## config.mk

```make
export PLATFORM = sky130hd
export DESIGN_NAME = elf_relocation_patch_unit_core
export DESIGN_NICKNAME = d
export VERILOG_FILES = /design/src/erpu_pkg.sv /design/src/erpu_front.sv /design/src/erpu_queue.sv /design/src/erpu_back.sv /design/src/elf_relocation_patch_unit_core.sv
export SDC_FILE = /design/constraint.sdc
export NUM_CORES = 1
export LEC_CHECK = 0
export CORE_UTILIZATION = 44
export CTS_BUF_LIST = sky130_fd_sc_hd__clkbuf_8
export CTS_CLUSTER_SIZE = 24
export DETAILED_ROUTE_END_ITERATION = 7
export DONT_BUFFER_PORTS = 1
export PLACE_DENSITY_LB_ADDON = 0.05
export SYNTH_ARGS = -nofsm -noshare
export SYNTH_HDL_FRONTEND = slang
export SYNTH_SLANG_ARGS = --single-unit
export TNS_END_PERCENT = 1
```

## constraint.sdc

```tcl
create_clock -name clock -period 15.05 [get_ports clock]
set_clock_uncertainty 0.1 [all_clocks]
set_input_delay 3.01 -clock clock [delete_from_list [all_inputs] [get_ports clock]]
set_output_delay 3.01 -clock clock [all_outputs]
set_load 0.005 [all_outputs]
```

## src/erpu_pkg.sv

```systemverilog
// ----------------------------------------------------------------------------
// erpu_pkg
// shared types and codes for the elf relocation patch unit
// ----------------------------------------------------------------------------
package erpu_pkg;

   // standard elf relocation type codes
   localparam logic [31:0] RT_X86_64_NONE     = 32'd0;
   localparam logic [31:0] RT_X86_64_64       = 32'd1;
   localparam logic [31:0] RT_X86_64_PC32     = 32'd2;
   localparam logic [31:0] RT_X86_64_PLT32    = 32'd4;
   localparam logic [31:0] RT_X86_64_32       = 32'd10;
   localparam logic [31:0] RT_X86_64_32S      = 32'd11;
   localparam logic [31:0] RT_X86_64_PC64     = 32'd24;
   localparam logic [31:0] RT_A64_ABS64       = 32'd257;
   localparam logic [31:0] RT_A64_ABS32       = 32'd258;
   localparam logic [31:0] RT_A64_PREL32      = 32'd261;
   localparam logic [31:0] RT_A64_ADR_PG_HI21 = 32'd275;
   localparam logic [31:0] RT_A64_ADD_LO12    = 32'd277;
   localparam logic [31:0] RT_A64_LDST8_LO12  = 32'd278;
   localparam logic [31:0] RT_A64_CONDBR19    = 32'd280;
   localparam logic [31:0] RT_A64_JUMP26      = 32'd282;
   localparam logic [31:0] RT_A64_CALL26      = 32'd283;
   localparam logic [31:0] RT_A64_LDST32_LO12 = 32'd285;
   localparam logic [31:0] RT_A64_LDST64_LO12 = 32'd286;
   localparam logic [31:0] RT_A64_RELATIVE    = 32'd1027;

   // write sizes
   localparam logic [3:0] BYTES_NONE  = 4'd0;
   localparam logic [3:0] BYTES_WORD  = 4'd4;
   localparam logic [3:0] BYTES_DWORD = 4'd8;

   // depth of the queue between front and back
   localparam int unsigned QUEUE_DEPTH = 2;
   localparam int unsigned QPTR_W      = $clog2(QUEUE_DEPTH);
   localparam int unsigned QCNT_W      = $clog2(QUEUE_DEPTH + 1);

   typedef enum logic [1:0] {
      ST_OK      = 2'd0,
      ST_RANGE   = 2'd1,
      ST_ALIGN   = 2'd2,
      ST_UNKNOWN = 2'd3
   } status_type;

   // operation class picked by the front
   typedef enum logic [3:0] {
      OP_NONE,
      OP_ABS64,
      OP_PC64,
      OP_ABS32U,
      OP_ABS32S,
      OP_PC32,
      OP_BR26,
      OP_BR19,
      OP_ADRP,
      OP_ADD12,
      OP_LDST8,
      OP_LDST32,
      OP_LDST64,
      OP_UNKNOWN
   } op_type;

   typedef struct packed {
      logic [63:0]        module_base;
      logic [63:0]        section_offset;
      logic [63:0]        entry_offset;
      logic [31:0]        reloc_type;
      logic [63:0]        symbol_address;
      logic signed [63:0] addend;
      logic [31:0]        old_instruction;
   } req_payload_type;

   typedef struct packed {
      logic [63:0] patch_address;
      logic [63:0] write_value;
      logic [3:0]  write_bytes;
      logic [1:0]  status;
   } rsp_payload_type;

   // classified item held between front and back
   typedef struct packed {
      logic [63:0] place;
      logic [63:0] sym_plus_add;
      logic [31:0] insn;
      op_type      op;
   } entry_type;

endpackage

```

## src/erpu_front.sv

```systemverilog
// ----------------------------------------------------------------------------
// erpu_front
// accepts relocation items, forms P and S+A and decodes the type
// ----------------------------------------------------------------------------
module erpu_front import erpu_pkg::*; (
   input  logic            clock,
   input  logic            reset,
   input  logic            req_valid,
   output logic            req_stall,
   input  req_payload_type req_payload,
   output logic            out_valid,
   output entry_type       out_entry,
   input  logic            out_ready
);

   logic      valid_ff, valid_in;
   entry_type entry_ff, entry_in;
   logic      load;
   op_type    op;

   always_comb begin
      unique case (req_payload.reloc_type) inside
         RT_X86_64_NONE:                                     op = OP_NONE;
         RT_X86_64_64, RT_A64_ABS64, RT_A64_RELATIVE:        op = OP_ABS64;
         RT_X86_64_PC64:                                     op = OP_PC64;
         RT_X86_64_32, RT_A64_ABS32:                         op = OP_ABS32U;
         RT_X86_64_32S:                                      op = OP_ABS32S;
         RT_X86_64_PC32, RT_X86_64_PLT32, RT_A64_PREL32:     op = OP_PC32;
         RT_A64_JUMP26, RT_A64_CALL26:                       op = OP_BR26;
         RT_A64_CONDBR19:                                    op = OP_BR19;
         RT_A64_ADR_PG_HI21:                                 op = OP_ADRP;
         RT_A64_ADD_LO12:                                    op = OP_ADD12;
         RT_A64_LDST8_LO12:                                  op = OP_LDST8;
         RT_A64_LDST32_LO12:                                 op = OP_LDST32;
         RT_A64_LDST64_LO12:                                 op = OP_LDST64;
         default:                                            op = OP_UNKNOWN;
      endcase
   end

   // the stage reloads when empty or when its item moves into the queue
   assign load      = !valid_ff || out_ready;
   assign req_stall = !load;

   always_comb begin
      valid_in = valid_ff;
      entry_in = entry_ff;
      if (load) begin
         valid_in              = req_valid;
         entry_in.place        = req_payload.module_base + req_payload.section_offset
                                 + req_payload.entry_offset;
         entry_in.sym_plus_add = req_payload.symbol_address + req_payload.addend;
         entry_in.insn         = req_payload.old_instruction;
         entry_in.op           = op;
      end
   end

   always_ff @(posedge clock) begin
      if (reset) begin
         valid_ff <= 1'b0;
      end else begin
         valid_ff <= valid_in;
      end
      entry_ff <= entry_in;
   end

   assign out_valid = valid_ff;
   assign out_entry = entry_ff;

endmodule

```

## src/erpu_queue.sv

```systemverilog
// ----------------------------------------------------------------------------
// erpu_queue
// short fifo of classified items between front and back
// ----------------------------------------------------------------------------
module erpu_queue import erpu_pkg::*; (
   input  logic      clock,
   input  logic      reset,
   input  logic      push_valid,
   output logic      push_ready,
   input  entry_type push_entry,
   output logic      pop_valid,
   input  logic      pop_take,
   output entry_type pop_entry
);

   entry_type          slot_ff [QUEUE_DEPTH];
   logic [QPTR_W-1:0]  wr_ptr_ff, wr_ptr_in;
   logic [QPTR_W-1:0]  rd_ptr_ff, rd_ptr_in;
   logic [QCNT_W-1:0]  count_ff, count_in;
   logic               push, pop;

   assign push_ready = (count_ff != QCNT_W'(QUEUE_DEPTH));
   assign pop_valid  = (count_ff != '0);
   assign push       = push_valid && push_ready;
   assign pop        = pop_take && pop_valid;
   assign pop_entry  = slot_ff[rd_ptr_ff];

   function automatic logic [QPTR_W-1:0] next_ptr(input logic [QPTR_W-1:0] ptr);
      if (ptr == QPTR_W'(QUEUE_DEPTH - 1)) begin
         return '0;
      end
      return ptr + QPTR_W'(1);
   endfunction

   always_comb begin
      wr_ptr_in = push ? next_ptr(wr_ptr_ff) : wr_ptr_ff;
      rd_ptr_in = pop ? next_ptr(rd_ptr_ff) : rd_ptr_ff;
      count_in  = count_ff;
      if (push && !pop) begin
         count_in = count_ff + QCNT_W'(1);
      end else if (pop && !push) begin
         count_in = count_ff - QCNT_W'(1);
      end
   end

   always_ff @(posedge clock) begin
      if (reset) begin
         wr_ptr_ff <= '0;
         rd_ptr_ff <= '0;
         count_ff  <= '0;
      end else begin
         wr_ptr_ff <= wr_ptr_in;
         rd_ptr_ff <= rd_ptr_in;
         count_ff  <= count_in;
      end
      if (push) begin
         slot_ff[wr_ptr_ff] <= push_entry;
      end
   end

   // fill level never passes the depth
   a_count_bound: assert property (@(posedge clock) disable iff (reset)
      count_ff <= QCNT_W'(QUEUE_DEPTH))
      else $error("queue count above depth");

   // a push alone raises the fill level by one
   a_push_count: assert property (@(posedge clock) disable iff (reset)
      (push && !pop) |=> (count_ff == $past(count_ff) + QCNT_W'(1)))
      else $error("queue count did not follow push");

   // pointers meet whenever the queue is empty or full
   a_ptr_gap: assert property (@(posedge clock) disable iff (reset)
      (count_ff == '0 || count_ff == QCNT_W'(QUEUE_DEPTH)) |-> (wr_ptr_ff == rd_ptr_ff))
      else $error("queue pointers disagree with count");

endmodule

```

## src/erpu_back.sv

```systemverilog
// ----------------------------------------------------------------------------
// erpu_back
// forms the relative values, checks range and alignment, builds the patch
// ----------------------------------------------------------------------------
module erpu_back import erpu_pkg::*; (
   input  logic            clock,
   input  logic            reset,
   input  logic            in_valid,
   output logic            in_take,
   input  entry_type       in_entry,
   output logic            rsp_valid,
   input  logic            rsp_stall,
   output rsp_payload_type rsp_payload
);

   logic            valid_ff, valid_in;
   rsp_payload_type result_ff, result_in;

   logic [63:0] rel;
   logic [51:0] page_diff;
   logic [63:0] sa;
   logic [31:0] insn;
   logic        sa_s32_ok, sa_u32_ok, rel_s32_ok, rel_s28_ok, rel_s21_ok, page_ok;
   logic [63:0] val;
   logic [3:0]  bytes;
   status_type  st;

   function automatic logic [31:0] put_lo12(input logic [31:0] word, input logic [11:0] imm);
      return {word[31:22], imm, word[9:0]};
   endfunction

   assign sa   = in_entry.sym_plus_add;
   assign insn = in_entry.insn;
   assign rel  = sa - in_entry.place;
   assign page_diff = sa[63:12] - in_entry.place[63:12];

   // u32: top half zero; signed fit: all bits from the sign position up agree
   assign sa_u32_ok  = ~|sa[63:32];
   assign sa_s32_ok  = (&sa[63:31]) | ~|sa[63:31];
   assign rel_s32_ok = (&rel[63:31]) | ~|rel[63:31];
   assign rel_s28_ok = (&rel[63:27]) | ~|rel[63:27];
   assign rel_s21_ok = (&rel[63:20]) | ~|rel[63:20];
   assign page_ok    = (&page_diff[51:20]) | ~|page_diff[51:20];

   always_comb begin
      val   = '0;
      bytes = BYTES_NONE;
      st    = ST_OK;
      unique case (in_entry.op)
         OP_NONE: begin
         end
         OP_ABS64: begin
            val   = sa;
            bytes = BYTES_DWORD;
         end
         OP_PC64: begin
            val   = rel;
            bytes = BYTES_DWORD;
         end
         OP_ABS32U: begin
            if (!sa_u32_ok) st = ST_RANGE;
            val   = {32'd0, sa[31:0]};
            bytes = BYTES_WORD;
         end
         OP_ABS32S: begin
            if (!sa_s32_ok) st = ST_RANGE;
            val   = {32'd0, sa[31:0]};
            bytes = BYTES_WORD;
         end
         OP_PC32: begin
            if (!rel_s32_ok) st = ST_RANGE;
            val   = {32'd0, rel[31:0]};
            bytes = BYTES_WORD;
         end
         OP_BR26: begin
            if (rel[1:0] != 2'b00) st = ST_ALIGN;
            else if (!rel_s28_ok)  st = ST_RANGE;
            val   = {32'd0, insn[31:26], rel[27:2]};
            bytes = BYTES_WORD;
         end
         OP_BR19: begin
            if (rel[1:0] != 2'b00) st = ST_ALIGN;
            else if (!rel_s21_ok)  st = ST_RANGE;
            val   = {32'd0, insn[31:24], rel[20:2], insn[4:0]};
            bytes = BYTES_WORD;
         end
         OP_ADRP: begin
            if (!page_ok) st = ST_RANGE;
            val   = {32'd0, insn[31], page_diff[1:0], insn[28:24], page_diff[20:2], insn[4:0]};
            bytes = BYTES_WORD;
         end
         OP_ADD12: begin
            val   = {32'd0, put_lo12(insn, sa[11:0])};
            bytes = BYTES_WORD;
         end
         OP_LDST8: begin
            val   = {32'd0, put_lo12(insn, sa[11:0])};
            bytes = BYTES_WORD;
         end
         OP_LDST32: begin
            if (sa[1:0] != 2'b00) st = ST_ALIGN;
            val   = {32'd0, put_lo12(insn, {2'b00, sa[11:2]})};
            bytes = BYTES_WORD;
         end
         OP_LDST64: begin
            if (sa[2:0] != 3'b000) st = ST_ALIGN;
            val   = {32'd0, put_lo12(insn, {3'b000, sa[11:3]})};
            bytes = BYTES_WORD;
         end
         default: begin
            st = ST_UNKNOWN;
         end
      endcase
      // any failure suppresses the store
      if (st != ST_OK) begin
         val   = '0;
         bytes = BYTES_NONE;
      end
   end

   assign in_take = in_valid && (!valid_ff || !rsp_stall);

   always_comb begin
      valid_in  = valid_ff;
      result_in = result_ff;
      if (!valid_ff || !rsp_stall) begin
         valid_in                = in_valid;
         result_in.patch_address = in_entry.place;
         result_in.write_value   = val;
         result_in.write_bytes   = bytes;
         result_in.status        = st;
      end
   end

   always_ff @(posedge clock) begin
      if (reset) begin
         valid_ff <= 1'b0;
      end else begin
         valid_ff <= valid_in;
      end
      result_ff <= result_in;
   end

   assign rsp_valid   = valid_ff;
   assign rsp_payload = result_ff;

endmodule

```

## src/elf_relocation_patch_unit_core.sv

```systemverilog
// ----------------------------------------------------------------------------
// elf_relocation_patch_unit_core
// computes the memory patch for one elf relocation item (x86-64 and aarch64)
// ----------------------------------------------------------------------------
// The unit takes one relocation item per clock while req_stall is low and
// returns one result item for each, in order. When nothing stalls, an item
// passes the front stage register (place P and S+A adders, type decode),
// then the two-entry queue, and then the back stage (S+A-P, page
// difference, range and alignment checks, field insert) loads it into the
// result register, which offers it on the result port. Sustained rate is
// one item per cycle when the result side does not stall; while the result
// side stalls the front register, the two queue entries and the result
// register hold up to four items before the request side stalls. Failures
// give a status with a zero-byte, zero-value write and still report P.
// ----------------------------------------------------------------------------
module elf_relocation_patch_unit_core import erpu_pkg::*; (
   input  logic            clock,
   input  logic            reset,
   // relocation items in
   input  logic            req_valid,
   output logic            req_stall,
   input  req_payload_type req_payload,
   // patch items out
   output logic            rsp_valid,
   input  logic            rsp_stall,
   output rsp_payload_type rsp_payload
);

   // front to queue
   logic      front_valid;
   logic      queue_ready;
   entry_type front_entry;

   // queue to back
   logic      queue_valid;
   logic      back_take;
   entry_type queue_entry;

   // accept, add up P and S+A, classify the relocation type
   erpu_front u_front (
      .clock       (clock),
      .reset       (reset),
      .req_valid   (req_valid),
      .req_stall   (req_stall),
      .req_payload (req_payload),
      .out_valid   (front_valid),
      .out_entry   (front_entry),
      .out_ready   (queue_ready)
   );

   // decouples the decode side from the result side
   erpu_queue u_queue (
      .clock      (clock),
      .reset      (reset),
      .push_valid (front_valid),
      .push_ready (queue_ready),
      .push_entry (front_entry),
      .pop_valid  (queue_valid),
      .pop_take   (back_take),
      .pop_entry  (queue_entry)
   );

   // checks and patch value, registered result
   erpu_back u_back (
      .clock       (clock),
      .reset       (reset),
      .in_valid    (queue_valid),
      .in_take     (back_take),
      .in_entry    (queue_entry),
      .rsp_valid   (rsp_valid),
      .rsp_stall   (rsp_stall),
      .rsp_payload (rsp_payload)
   );

endmodule
```

==> out/results.env, run 1 <==
HOLDBUFCOUNTCTS=0
YS_FF_LATCH=595
CAP_VIOLATIONS=0
CORE_MM2=0.0840
PLACE_CONGESTION=1.03
TRACK_USAGE_PCT=29.5
POWER.STATIC_LEAKAGE_nW=14.9
SYN_AVG_CELL_AREA_UM2=11.1
DIEWIDTH_UM=294
MET2_USAGE_PCT=45.7
DRTPASS1ITERATIONS=8
FIRST_GLOBAL_VIAS=28200
MIN_PERIOD_NS=8.25
LAYOUT_WORST_PATH_CYCLE_SHARE_PCT=54.8
START_UTIL_PCT=44.7
CATEGORY_OF_THE_MOST_CRITICAL_SETUP_PATH='flop to flop'
INITIALDRTVIOLATIONCOUNT=2751
DIE-AREA_MM2=0.0864
POST_CTS_BUFFERS=0
POSTSYNTHCELLCOUNT=3376
H-TREE-DEPTH=3
MAX-CLOCK-PATH-BUFFERS=3
R2R_SETUP_SLACK_NS=6.80
LAYOUT.CELLS.MOST_COMMON='sky130_fd_sc_hd__edfxtp_1'
SYNTH.DISTINCT_CELLS=101
RSZ_0062_RAISED_AFTER_GLOBAL_ROUTING='false'
WORST_SLEW_PIN_SLEW_NS=1.19
WORSTPATHMAXFANOUT=65
NUMBER_OF_GATES_RESIZED_AFTER_CTS=0
DRCVIOLATIONCOUNT=0
VERT_DIE_DIM_UM=294
FINALSETUPTNS_NS=0
CTS_MADE_BUFFERS=99
STARTPOINT_TYPE='flop'
ANTENNA_VIOLATING_NETS_POST_ROUTE=0
CRITICAL_PATH.MAX_STAGE_DELAY_NS=0.94
TOP_USAGE_LAYER='met2'
ROUTE.FINAL.WIRE_LENGTH_UM=130000
VIAS=28800
CTS_SINKS=595
TIMING.MAX_SLEW.REL_SLACK_PCT=19.9
GRT_MAX_DEGREE=152
FIN_CELLS=4595
POST_ROUTE_HOLD_SLACK_NS=0.314
RUN_STATUS='finished clean'
MEAN_NUMBER_OF_VIAS_PER_CELL=6.27
WORST_IR_DROP_VDD_V=0.000127
NUM-NETS-FINAL=4030
DESIGN.PORTCOUNT=524
SYNTH-ASYNC-RESET-RATIO_PCT=0
SYNTH-MAIN-FF-CELL='sky130_fd_sc_hd__edfxtp_1'
FINAL-MAX-SLEW-VIOLATION-COUNT=0
MAX_FREQ_MHz=121
CRIT_PATH_CELL_TRACE='buf_4 -> buf_4 -> mux2i_1 -> inv_1 -> ha_1 -> a21oi_1 -> o21ai_0 -> a21oi_1 -> o221ai_1 -> a221oi_1 -> xnor2_1 -> buf_4 -> nor4b_2 -> nand3_1 -> o31ai_4 -> o21ai_4 -> buf_4 -> a2111oi_2'
POST-PLACE-CELLS=4418
GRT_UTIL_MET3_PCT=7.34
SETUP-VIOLATIONS-FINAL=0
HOLD_VIOL=0
CRIT_SLOWEST_CELL='sky130_fd_sc_hd__a221oi_1'
PATH_CLK_SLEW_NS=0.06
TRITONCTS='built'
MIN_PATH_TYPE='flop to flop'
PLACE.DETAILED.HPWL_UM=104000
PORT_BUFFERS=0
CLK_LATENCY_NS=0.75
GR-TOTAL-OVERFLOW=0
CRITICAL-PATH-TOP-CELL-BY-COUNT='sky130_fd_sc_hd__buf_4'
END_KIND='flop'
CTS_ROOT_BUFFER='sky130_fd_sc_hd__clkbuf_8'
GRT_PASS1_WL_UM=187000
ROUTEDWLPERCELL_UM=28.3
TIMING.CRITICAL_PATH.REQUIRED_NS=15.45
ANTENNA_VIOLATIONS_BEFORE_REPAIR=4
SYNTH_AREA_MM2=0.0375
SYN_TO_FINAL_GROWTH_PCT=8.05
NUMBER_OF_SYNTHESIZED_FLOPS_WITH_AN_ENABLE_PIN=588
PWR_DENSITY_CELL_mW_PER_MM2=189
YOSYSWARNINGCOUNT=0
YS_SEQ_AREA_SHARE_PCT=47.5
ARRIVAL_NS=8.65
PLACEMENT_ROWS=106
LAYOUT_COMMON_CELLS='sky130_fd_sc_hd__edfxtp_1 (588), sky130_fd_sc_hd__a21oi_1 (265), sky130_fd_sc_hd__nor2_1 (218)'
LAYOUT-DRIVE-GT1-SHARE_PCT=8.76
GROUTE.LAYER.MET1.USAGE_PCT=40.4
==> layer usage <==
metal / up-vias / part of all wire (%)
met1: 14300 / 43
met2: 1285 / 45
li1: 13000 / -
met4: 0 / 3.1
met5: - / 0
met3: 181 / 8.3
==> registers in the layout, indices dropped and copies added, names as in the netlist, named ones only <==
name,count
u_back.rsp_payload,132
u_back.rsp_valid,1
u_front.out_entry,152
u_front.out_valid,1
u_queue.count_ff,2
u_queue.rd_ptr_ff,1
u_queue.slot_ff,304
u_queue.wr_ptr_ff,1
==> synthesized netlist by cell type (18+ instances only) <==
cell / number / area (um2)
sky130_fd_sc_hd__o22ai_1: 30 / 188
sky130_fd_sc_hd__o211ai_1: 18 / 135
sky130_fd_sc_hd__mux2_2: 51 / 574
sky130_fd_sc_hd__or3_1: 19 / 119
sky130_fd_sc_hd__a211oi_1: 18 / 135
sky130_fd_sc_hd__ha_1: 190 / 2380
sky130_fd_sc_hd__and3_1: 24 / 150
sky130_fd_sc_hd__nand4_1: 89 / 557
sky130_fd_sc_hd__a221oi_1: 33 / 289
sky130_fd_sc_hd__a21o_1: 114 / 856
sky130_fd_sc_hd__and2_1: 28 / 175
sky130_fd_sc_hd__a21oi_1: 265 / 1330
sky130_fd_sc_hd__nand2b_1: 39 / 244
sky130_fd_sc_hd__clkbuf_1: 52 / 195
sky130_fd_sc_hd__buf_2: 44 / 220
sky130_fd_sc_hd__fa_1: 67 / 1340
sky130_fd_sc_hd__nor3_1: 66 / 330
sky130_fd_sc_hd__edfxtp_1: 588 / 17700
sky130_fd_sc_hd__nor4_2: 28 / 350
sky130_fd_sc_hd__nor2b_1: 18 / 113
sky130_fd_sc_hd__o21a_1: 40 / 300
sky130_fd_sc_hd__a31o_2: 23 / 201
sky130_fd_sc_hd__o21ai_0: 134 / 671
sky130_fd_sc_hd__nand2_1: 211 / 792
sky130_fd_sc_hd__xnor2_1: 137 / 1200
sky130_fd_sc_hd__nor4_1: 43 / 269
sky130_fd_sc_hd__o21ai_1: 25 / 125
sky130_fd_sc_hd__mux2i_1: 107 / 1070
sky130_fd_sc_hd__a31oi_1: 24 / 150
sky130_fd_sc_hd__nor2_1: 219 / 822
sky130_fd_sc_hd__o21bai_1: 22 / 165
sky130_fd_sc_hd__xor2_1: 67 / 587
sky130_fd_sc_hd__inv_1: 161 / 604
sky130_fd_sc_hd__nand3_1: 76 / 380
sky130_fd_sc_hd__a221o_1: 21 / 210
==> stage by stage <==
stage | power, mW | instance area [um2] | setup slack (ns) | utilization (%)
after CTS | 7.60 | 40500 | 6.95 | 48.3
after global placement | 6.16 | 38600 | 6.64 | 46.0
after global routing | 8.02 | 40500 | 6.53 | 48.3
after detailed placement | 6.18 | 38600 | 6.64 | 46.0
final | 7.65 | 40500 | 6.80 | 48.3
after floorplan | 4.90 | 37500 | 7.36 | -
==> area by class of cell <==
cell class / count / area, um2
Timing Repair Buffer: 27 / 215
Clock inverter: 75 / 532
Inverter: 161 / 604
Multi-Input combinational cell: 2501 / 18600
Sequential cell: 595 / 17800
Antenna cell: 2 / 5.00
Tap cell: 1134 / 1420
Clock buffer: 100 / 1380
Fill cell: 7670 / 43400
==> cells by family (layout without fill, tap and decap cells) <==
group	after synthesis	count (layout)	synth area share, %
fa+ha+maj	257	257	9.91
simple gates	935	935	13.2
buf+inv	281	363	3.16
compound gates	945	945	17.1
flops	595	595	47.5
other cells	1	4	0.0100
xor+xnor	204	204	4.76
mux	158	158	4.39
==> worst max-delay path, delay by kind of cell, from the launching register on <==
kind | cells | cell delay, ns
AO/OA/AOI/OAI | 8 | 2.97
multiplexers | 1 | 0.55
XOR/XNOR | 1 | 0.20
AND/OR/NAND/NOR | 2 | 0.82
flip-flops | 1 | 0.63
adder cells (fa/ha/maj) | 1 | 0.49
buffers and inverters | 5 | 2.19
==> final timing paths <==
path | from | end | depth (start not counted)
hold reg to reg | u_front.out_entry[153]$_DFFE_PN_ | u_queue.slot_ff[0][153]$_DFFE_PP_ | 0
hold / removal | u_front.out_entry[153]$_DFFE_PN_ | u_queue.slot_ff[0][153]$_DFFE_PP_ | 0
setup / recovery | flop | u_back.rsp_payload[4]$_SDFFCE_PP0N_ | 18
setup reg to reg | flop | u_back.rsp_payload[4]$_SDFFCE_PP0N_ | 18
==> where the power goes <==
group | internal (mW) | switching, mW | leakage (nW)
Combinational | 1.14 | 2.58 | 8.03
Sequential | 2.34 | 0.203 | 5.88
Clock | 0.728 | 0.661 | 1.04
Power figures use the tool's default switching activity.
==> run 2: changes to the inputs <==
- clock period: 15.05 -> 7.13 ns (I/O delays scaled with it)
==> out/results.env, run 2 (synthesis results as in run 1) <==
FINALSETUPTNS_NS=0
CTS_ROOT_BUFFER='sky130_fd_sc_hd__clkbuf_8'
MET2ROUTEDLENGTH_UM=58700
WORST_SLEW_PIN_SLEW_NS=1.06
GRT_MAX_DEGREE=66
CTS_MADE_BUFFERS=98
VIAS=29300
MIN_PATH_TYPE='flop to flop'
WORST_R2R_ENDPOINT='u_back.rsp_payload[23]$_SDFFCE_PP0N_'
HOLD_VIOL=0
START_UTIL_PCT=44.7
TOP_ROUTING_LAYER_IN_USE='met5'
WORSTPATHMAXFANOUT=58
SEQ_POWER_SHARE_PCT=32.2
CRIT_PATH_CELL_TRACE='buf_12 -> mux2i_1 -> inv_1 -> ha_1 -> a21oi_1 -> o21ai_0 -> a311oi_1 -> a21oi_1 -> nor2_1 -> mux2i_1 -> a211oi_2 -> buf_4 -> and4bb_1 -> nand4_1 -> buf_4 -> o22ai_1 -> o21ai_4 -> buf_4 -> nor4_2'
LAYOUT_WORST_PATH_CYCLE_SHARE_PCT=92.4
POWER.SHARE.CLOCK_PCT=18.0
COMB_POWER_SHARE_PCT=49.9
POWER_REPORT.INTERNAL_TOTAL_mW=9.33
POST-ROUTE-CELL-AREA_MM2=0.0416
WORST_IR_DROP_VDD_V=0.000185
MIN_PERIOD_NS=6.59
PLACEMENT.CELL_AREA_MM2=0.0396
PLACEMENT_ROWS=106
WORST-PATH-BUF-INV=5
TOP_REGISTER_BY_NUMBER_OF_FLIP_FLOPS='u_queue.slot_ff'
RSZ_0062_RAISED_AFTER_GLOBAL_ROUTING='false'
H-TREE-DEPTH=3
LAYOUT.CELLS.MOST_COMMON='sky130_fd_sc_hd__edfxtp_1'
FILLCELLCOUNT=7554
ANTENNA_VIOLATING_NETS_POST_ROUTE=0
HOLDBUFCOUNTCTS=0
MET3WIRELENGTH_UM=10400
P_SWITCHING_mW=7.34
DIE-AREA_MM2=0.0864
LARGEST_REGISTER_FF_COUNT=304
MEAN_NUMBER_OF_VIAS_PER_CELL=6.18
HOLD_PATH_DEPTH=0
FINAL_CORE_UTILIZATION_PCT=49.5
NUM-NETS-FINAL=4158
ARRIVAL_NS=6.94
RUN_STATUS='finished clean'
LAYOUT-DRIVE-GT1-SHARE_PCT=12.1
FINAL-MAX-SLEW-VIOLATION-COUNT=0
DIEWIDTH_UM=294
MULTIINPUTGATEAREA_MM2=0.0186
POST_ROUTE_HOLD_SLACK_NS=0.329
MIN-DELAY-START='u_front.out_entry[154]$_DFFE_PN_'
ROUTE.FINAL.WIRE_LENGTH_UM=130000
STARTPOINT_TYPE='flop'
CATEGORY_OF_THE_MOST_CRITICAL_SETUP_PATH='flop to flop'
DESIGN.PORTCOUNT=524
CRIT_SLOWEST_CELL='sky130_fd_sc_hd__dfxtp_4'
CRITICAL-PATH-TOP-CELL-BY-COUNT='sky130_fd_sc_hd__buf_4'
TRACK_USAGE_PCT=29.5
RR_WORST_DEPTH=19
CTS_SINKS=595
NUMBER_OF_GATES_RESIZED_AFTER_CTS=0
TIMING.MAX_SLEW.REL_SLACK_PCT=28.9
INITIALDRTVIOLATIONCOUNT=2656
TIMING.CRITICAL_PATH.REQUIRED_NS=7.48
SYN_TO_FINAL_GROWTH_PCT=10.9
LAYOUT_COMMON_CELLS='sky130_fd_sc_hd__edfxtp_1 (588), sky130_fd_sc_hd__a21oi_1 (265), sky130_fd_sc_hd__nor2_1 (217)'
CLK_LATENCY_NS=0.74
GRT_PASS1_WL_UM=186000
CAP_VIOLATIONS=0
CORE_MM2=0.0840
ROUTEDWLPERCELL_UM=27.5
FIRST_GLOBAL_VIAS=28500
POWER.STATIC_LEAKAGE_nW=15.6
CRITICAL_PATH.MAX_STAGE_DELAY_NS=0.77
SETUP-VIOLATIONS-FINAL=0
DRTPASS1ITERATIONS=6
VERT_DIE_DIM_UM=294
CPLARGESTDELAYFAMILY='compound AO/OA/AOI/OAI gates'
R2R_SETUP_SLACK_NS=0.54
ANTENNA_VIOLATIONS_BEFORE_REPAIR=13
PLACE.DETAILED.HPWL_UM=105000
PLACE_CONGESTION=0.997
TRITONCTS='built'
POST-PLACE-CELLS=4547
GR-TOTAL-OVERFLOW=0
REGAREA_MM2=0.0178
PWR_DENSITY_CELL_mW_PER_MM2=401
DRCVIOLATIONCOUNT=0
MAX_FREQ_MHz=152
M1WIRELENGTH_UM=57200
PORT_BUFFERS=0
PATH_CLK_SLEW_NS=0.06
END_KIND='flop'
P_SW_SHARE_PCT=44.0
HOLD_PATH_END='u_queue.slot_ff[0][154]$_DFFE_PP_'
MAX-CLOCK-PATH-BUFFERS=3
POST_CTS_BUFFERS=0
FIN_CELLS=4734
-- run 2: worst register-to-register path, cell delays in order, from the launching register on --
cell                       delay [ns]
sky130_fd_sc_hd__dfxtp_4         0.77
sky130_fd_sc_hd__buf_12          0.39
sky130_fd_sc_hd__mux2i_1         0.57
sky130_fd_sc_hd__inv_1           0.10
sky130_fd_sc_hd__ha_1            0.47
sky130_fd_sc_hd__a21oi_1         0.26
sky130_fd_sc_hd__o21ai_0         0.19
sky130_fd_sc_hd__a311oi_1        0.68
sky130_fd_sc_hd__a21oi_1         0.18
sky130_fd_sc_hd__nor2_1          0.22
sky130_fd_sc_hd__mux2i_1         0.11
sky130_fd_sc_hd__a211oi_2        0.61
sky130_fd_sc_hd__buf_4           0.22
sky130_fd_sc_hd__and4bb_1        0.19
sky130_fd_sc_hd__nand4_1         0.15
sky130_fd_sc_hd__buf_4           0.16
sky130_fd_sc_hd__o22ai_1         0.09
sky130_fd_sc_hd__o21ai_4         0.57
sky130_fd_sc_hd__buf_4           0.25
sky130_fd_sc_hd__nor4_2          0.05
-- run 2: power by group through the flow --
| stage | clock network, mW | logic [mW] | registers, mW |
|---|---|---|---|
| after floorplan | 0 | 5.09 | 5.24 |
| after global placement | 0 | 8.02 | 5.41 |
| after detailed placement | 0 | 8.05 | 5.44 |
| after CTS | 3.07 | 8.09 | 5.37 |
| after global routing | 3.21 | 8.83 | 5.44 |
| final | 2.99 | 8.32 | 5.36 |
-- run 2: layout make-up --
class | instances | share of cell area, %
Clock inverter | 80 | 1.46
Sequential cell | 595 | 42.8
Clock buffer | 98 | 3.24
Antenna cell | 9 | 0.0542
Inverter | 161 | 1.45
Tap cell | 1134 | 3.41
Timing Repair Buffer | 156 | 2.88
Multi-Input combinational cell | 2501 | 44.7
-- run 2: worst max-delay path by stage --
stage | depth (start not counted) | endpoint | from | slack, ns
6_report | 19 | u_back.rsp_payload[23]$_SDFFCE_PP0N_ | flop | 0.54
5_1_grt | 18 | u_back.rsp_payload[35]$_SDFFCE_PP0N_ | flop | 0.23
4_1_cts | 19 | u_back.rsp_payload[23]$_SDFFCE_PP0N_ | flop | 0.71
3_5_place_dp | 19 | u_back.rsp_payload[23]$_SDFFCE_PP0N_ | flop | 0.74
3_3_place_gp | 18 | u_back.rsp_payload[13]$_SDFFCE_PP0N_ | flop | 0.78
2_1_floorplan | 24 | u_back.rsp_payload[16]$_SDFFCE_PP0N_ | flop | 0.55
-- run 2: stage by stage --
step | power (mW) | setup WS, ns
after global routing | 17.5 | 0.234
after detailed placement | 13.5 | 0.736
after global placement | 13.4 | 0.784
after floorplan | 10.3 | 0.554
final | 16.7 | 0.543
after CTS | 16.5 | 0.706
-- run 2: routing by layer --
metal | vias to the layer above | global-route usage [%]
li1 | 13300 | -
met1 | 14500 | 40.6
met2 | 1301 | 45.9
met3 | 190 | 6.42
met4 | 4 | 9.90
met5 | - | 0
